<file path="src/rtl/xxh64lc_pkg.sv">
// Shared constants and request/response types for the lower-case xxHash64 block.
package xxh64lc_pkg;

	localparam logic [63:0] PRIME1 = 64'd11400714785074694791;
	localparam logic [63:0] PRIME2 = 64'd14029467366897019727;
	localparam logic [63:0] PRIME3 = 64'd1609587929392839161;
	localparam logic [63:0] PRIME4 = 64'd9650029242287828579;
	localparam logic [63:0] PRIME5 = 64'd2870177450012600261;

	// Request to the shared multiplier: operands are sampled when start is high.
	typedef struct packed {
		logic        start;
		logic [63:0] a;
		logic [63:0] b;
	} mul_req_t;

	// Response: p holds the low 64 bits of a*b in the cycle done is high.
	typedef struct packed {
		logic        done;
		logic [63:0] p;
	} mul_rsp_t;

endpackage

</file>
<file path="src/rtl/xxh64lc_mul.sv">
// Shared 64x64 (low half) multiplier built from one 32x32 multiplier, used in turn for each partial product.
module xxh64lc_mul import xxh64lc_pkg::*; (
	input  logic     clk,
	input  logic     arst_n,
	input  mul_req_t req,
	output mul_rsp_t rsp
);

	logic [63:0] a_q;
	logic [63:0] b_q;
	logic [63:0] prod_q;
	logic [63:0] sum_q;
	logic [1:0]  phase_q;
	logic        busy_q;
	logic        done_q;
	logic [31:0] mx;
	logic [31:0] my;
	logic [63:0] prod_d;

	// Low*low, then the two cross terms; the high*high term falls off the top.
	always_comb begin
		case (phase_q)
			2'd0: begin
				mx = a_q[31:0];
				my = b_q[31:0];
			end
			2'd1: begin
				mx = a_q[31:0];
				my = b_q[63:32];
			end
			default: begin
				mx = a_q[63:32];
				my = b_q[31:0];
			end
		endcase
	end

	assign prod_d = {32'b0, mx} * {32'b0, my};

	always_ff @(posedge clk or negedge arst_n) begin
		if (!arst_n) begin
			busy_q  <= 1'b0;
			phase_q <= 2'd0;
			done_q  <= 1'b0;
		end else begin
			done_q <= 1'b0;
			if (req.start) begin
				busy_q  <= 1'b1;
				phase_q <= 2'd0;
			end else if (busy_q) begin
				phase_q <= phase_q + 2'd1;
				if (phase_q == 2'd3) begin
					busy_q <= 1'b0;
					done_q <= 1'b1;
				end
			end
		end
	end

	always_ff @(posedge clk) begin
		if (req.start) begin
			a_q <= req.a;
			b_q <= req.b;
		end else if (busy_q) begin
			case (phase_q)
				2'd0: begin
					prod_q <= prod_d;
				end
				2'd1: begin
					sum_q  <= prod_q;
					prod_q <= prod_d;
				end
				2'd2: begin
					sum_q  <= sum_q + {prod_q[31:0], 32'b0};
					prod_q <= prod_d;
				end
				default: begin
					sum_q <= sum_q + {prod_q[31:0], 32'b0};
				end
			endcase
		end
	end

	assign rsp.done = done_q;
	assign rsp.p    = sum_q;

endmodule
</file>
<file path="config.mk">
export PLATFORM = sky130hd
export DESIGN_NAME = xxh64lc_mul
export DESIGN_NICKNAME = d
export VERILOG_FILES = /design/src/rtl/xxh64lc_pkg.sv /design/src/rtl/xxh64lc_mul.sv
export SDC_FILE = /design/constraint.sdc
export NUM_CORES = 2
export LEC_CHECK = 0
export BUFFER_PORTS_ARGS = -buffer_cell sky130_fd_sc_hd__buf_4
export CAP_MARGIN = 10
export CORE_MARGIN = 5
export CORE_UTILIZATION = 65
export DETAILED_ROUTE_END_ITERATION = 12
export PLACE_DENSITY_LB_ADDON = 0.15
export SYNTH_ARGS = -nofsm -noshare
export SYNTH_HDL_FRONTEND = slang
export SYNTH_SLANG_ARGS = --single-unit
</file>
<file path="constraint.sdc">
create_clock -name clk -period 10 [get_ports clk]
set_input_delay 1 -clock clk [delete_from_list [all_inputs] [get_ports clk]]
set_output_delay 1 -clock clk [all_outputs]
set_load 0.02 [all_outputs]
</file>
After elaboration in Yosys (flattened, before gate mapping)
Index checks and enable logic that the tools add are counted.

word-level totals
  register bits = 260
  output and inout bits = 65
  word-level logic and storage cells = 32

operators by class
  add/subtract/negate cells = 2
  $mul = 1
  eq/ne operators = 3
  mux-type cells = 11
  bitwise operators = 2
  reductions and logical operators = 6

operators by type and width
  kind                 count
  $pmux 64 s2          1
  $add 64x64->64       1
  $mul 32x32->64       1
  $mux 32              2
  $mux 1               6
  $reduce_and 3->1     2
  $eq 2x2->1 const B   2
  $mux 2               2
  $reduce_or 3->1      1
  $add 2x1->2 const B  1
  $eq 2x1->1 const B   1
  $logic_not 2->1      1
  $not 1->1            2
  $reduce_bool 2->1    1
  $reduce_or 2->1      1

Longest topological paths before layout
  word-level depth = 4
  gate-level depth with buffers = 35

Worst setup path after synthesis
Ideal clock, no wire load.

  path kind = reg-to-reg
  start = register phase_q[0]
  end = register prod_q[60] (data pin)
  library setup time = 0.270 ns
  arrival = 8.501 ns
  data required time = 9.730 ns
  path slack = 1.230 ns
  cell stages (with the launch flop) = 31
  path buffers = 4
  path through = dfrtp_1 ha_1 clkbuf_1 nor2_1 buf_2 mux2i_1 clkbuf_1 nor2_1 fa_1 fa_1 fa_1 inv_1 fa_1 inv_1 fa_1 inv_1 fa_1 inv_1 fa_1 fa_1 ha_1 buf_6 o21ai_1 a21oi_2 o2111ai_1 a211o_1 a41o_1 o211ai_2 nand2_2 o41ai_2 xor2_1

between the ends
  longest elaborated chain between the ends = 4
  elaborated cells between the ends (all ways) = 6

RTL lines
  what                                                  line               text
  start: declaration                                    xxh64lc_mul.sv:13  logic [1:0] phase_q;
  start signal: assignment                              xxh64lc_mul.sv:51  phase_q <= phase_q + 2'd1;
  $eq 2x1->1 / $logic_not 2->1 (equally long branches)  xxh64lc_mul.sv:22  case (phase_q)
  $reduce_or 2->1 (no source line)                      n/a
  $mux 32                                               xxh64lc_mul.sv:22
  $mul 32x32->64 *                                      xxh64lc_mul.sv:38  assign prod_d = {32'b0, mx} * {32'b0, my};
  named net prod_d[60]                                  xxh64lc_mul.sv:18  logic [63:0] prod_d;
  end signal: assignment                                xxh64lc_mul.sv:67  prod_q <= prod_d;
  end signal: assignment                                xxh64lc_mul.sv:71  prod_q <= prod_d;
  end signal: assignment                                xxh64lc_mul.sv:75  prod_q <= prod_d;
  end: declaration                                      xxh64lc_mul.sv:11  logic [63:0] prod_q;

The timed path passes the listed nets; every way through them passes the cells marked *.
A chain may end at the register's enable or synchronous reset.

Final worst setup path
  start = register phase_q[1]
  end = register prod_q[60] (data pin)

The elaborated chain is that of the path after synthesis.

==> results.sh <==
export IMPL_clockBufferDepth=3
export IMPL_maxCapViolCount=0
export IMPL_grt_pass1_vias=34657
export IMPL_cts_sinks=260
export IMPL_place_hpwl_mm=108.3
export IMPL_final_common_cell="fa_1"
export IMPL_fin_nets=5857
export IMPL_synthXorXnorAreaFrac_pct=1.812
export IMPL_drc=0
export IMPL_maxSlewHeadroom_pct=22.34
export IMPL_crit_fanout=32
export IMPL_cts_tree="done"
export IMPL_wl_per_cell_um=24.90
export IMPL_synthMuxAreaShare_pct=3.244
export IMPL_synth_cell_area_um2=43010
export IMPL_cp_end_kind="flop"
export IMPL_hold_violations=0
export IMPL_start_util_pct=65.42
export IMPL_reg2reg_from="phase_q[1]"
export IMPL_grt_pass1_wl_mm=203.5
export IMPL_crit_type="flop to flop"
export IMPL_grt_max_degree=63
export IMPL_io_pins=196
export IMPL_clkLatencyLatePin_ps=590
export IMPL_min_period_ps=9509
export IMPL_postCtsSetupRepairBufs=0
export IMPL_synth_avg_cell_area_um2=9.828
export IMPL_pre_cts_ws_ps=669.5
export IMPL_synthFlopType="edfxtp_1"
export IMPL_track_usage_pct=38.27
export IMPL_die_x_um=267.2
export IMPL_mostFrequentLayoutCells="897 x fa_1, 896 x inv_1, 626 x nor2_1, 537 x nand2_1, 308 x buf_4"
export IMPL_synthAdderAreaFrac_pct=50.42
export IMPL_crit_arrival_ps=9830
export IMPL_vias_per_cell=6.046
export IMPL_wl_mm=134.9
export IMPL_post_cts_resized=0
export IMPL_area_delta_synth_final_pct=9.193
export IMPL_multiInputGateArea_um2=31320
export IMPL_rrSetupSlack_ps=490
export IMPL_syn_inst=4376
export IMPL_finalSetupViolations=0
export IMPL_cts_made_buffers=29
export IMPL_synth_seq_cells=260
export IMPL_worst_slew_pin_slew_ps=1132
export IMPL_synth_cell_types=79
export IMPL_path_clk_slew_ps=60
export IMPL_detail_route_first_pass_iterations=5
export IMPL_synth_nets=5702
export IMPL_die_height_um=267.2
export IMPL_place_inst=5364
export IMPL_htreeDepth=1
export IMPL_cts_root_buf="clkbuf_16"
export IMPL_required_ps=10320
export IMPL_setup_ws_ps=490.7
export IMPL_grt_overflow=0
export IMPL_coreArea_um2=65750
export IMPL_cp_start_kind="flop"
export IMPL_fill_cells=5045
export IMPL_fin_tns_setup_ps=0
export IMPL_dieArea_um2=71410
export IMPL_reg2reg_depth=26
export IMPL_max_freq_ghz=0.1052
export IMPL_rsz0062_at_grt="false"
export IMPL_synth_warnings=0
export IMPL_via_count=32765
export IMPL_drt_initial_drc_count=3195
export IMPL_timing_rr_end="prod_q[60]"
export IMPL_status="finished, final reports clean"
export IMPL_synth_simple_area_share_pct=12.26
export IMPL_holdCritPathClass="input pin to asynchronous set/reset pin"
export IMPL_ys_async_sr_fraction_pct=1.538
export IMPL_slew_viol_final=0
export IMPL_place_congestion=1.013
export IMPL_utilization_pct=71.43
export IMPL_seqCellArea_um2=7787
export IMPL_antenna_found_initial=4
export IMPL_num_rows=94
export IMPL_ant_nets=0
export IMPL_drive_gt1_share_pct=10.59
export IMPL_synth_compound_area_share_pct=4.600
export IMPL_cts_hold_buffers=0
export IMPL_skew_ps=16.56
export IMPL_io_buffers=195
export IMPL_min_period_over_period_pct=95.09
export IMPL_synth_edf_count=256
export IMPL_synth_seq_area_share_pct=18.11
export IMPL_synth_top_family_by_area="adder cells"
export IMPL_fin_cells=5419
[cell families after synthesis]
| family | after synthesis |
|---|---|
| and+or+nand+nor | 1309 |
| muxes | 131 |
| xor gates and xnor gates | 89 |
| adders and majority gates | 1195 |
| buffers and inverters | 1084 |
| AOI/OAI and AO/OA | 308 |
| DFF | 260 |
[per-layer routing]
metal | routed length, um | vias to the layer above | track usage [%]
met5 | 0 | - | 0
met4 | 11960 | 0 | 25.68
met3 | 15500 | 615 | 8.718
met2 | 61110 | 2158 | 59.18
met1 | 46350 | 16355 | 48.79
li1 | - | 13637 | -
[Yosys cell counts (30+ instances only)]
| cell type | n | share of area (%) |
|---|---|---|
| fa_1 | 897 | 42 |
| inv_1 | 896 | 7.8 |
| nor2_1 | 630 | 5.5 |
| nand2_1 | 537 | 4.7 |
| ha_1 | 298 | 8.7 |
| edfxtp_1 | 256 | 18 |
| clkbuf_1 | 166 | 1.4 |
| a21oi_1 | 91 | 1.1 |
| o21ai_0 | 69 | 0.80 |
| mux2i_1 | 64 | 1.5 |
| xnor2_1 | 59 | 1.2 |
| mux2_2 | 57 | 1.5 |
| and2_1 | 40 | 0.58 |
| a21o_1 | 32 | 0.56 |
| xor2_1 | 30 | 0.61 |
[through the flow]
stage | hold WS, ps | area (um^2)
4_1_cts | 215.4 | 46950
3_3_place_gp | 513.2 | 45930
5_1_grt | 219.5 | 46950
3_5_place_dp | 514.2 | 45930
6_report | 240.0 | 46960
2_1_floorplan | 492.7 | 43010
[sequential cells by signal (all words and copies together), names as in the netlist]
signal / flops
sum_q: 64
done_q: 1
a_q: 64
phase_q: 2
busy_q: 1
prod_q: 64
b_q: 64
[cell type report]
class                           instances  area share (%)
Inverter                              896           7.162
Sequential cell                       260           16.58
Multi-Input combinational cell       3032           66.69
Timing Repair Buffer                  312           5.076
Clock inverter                         20          0.6048
Clock buffer                           32           1.569
Tap cell                              864           2.302
Antenna cell                            3         0.01599
[how the worst max path moves through the flow]
stage,start,endpoint
after global routing,phase_q[0],prod_q[59]
final,phase_q[1],prod_q[60]
after detailed placement,phase_q[0],prod_q[41]
after CTS,phase_q[0],prod_q[41]
after floorplan,phase_q[0],prod_q[60]
after global placement,phase_q[0],prod_q[41]
[worst max-delay path, cell delays in order, from the launching register on]
cell and delay [ps]:
dfrtp_1 400, inv_1 140, ha_4 510, buf_12 330, mux2i_1 960, buf_4 450, nor2_1 110, fa_1 470
fa_1 410, fa_1 470, fa_1 670, fa_1 460, fa_1 490, fa_1 510, inv_1 50, fa_1 480
inv_1 50, ha_1 360, nand2_1 160, nor2_4 140, o2111ai_1 150, a211o_1 320, a41o_1 280, o211ai_2 210
nand2_2 110, o41ai_2 390, xor2_1 110
Power is not shown: default switching activity piles up to over one toggle a cycle in this logic, so the estimate is an artifact.
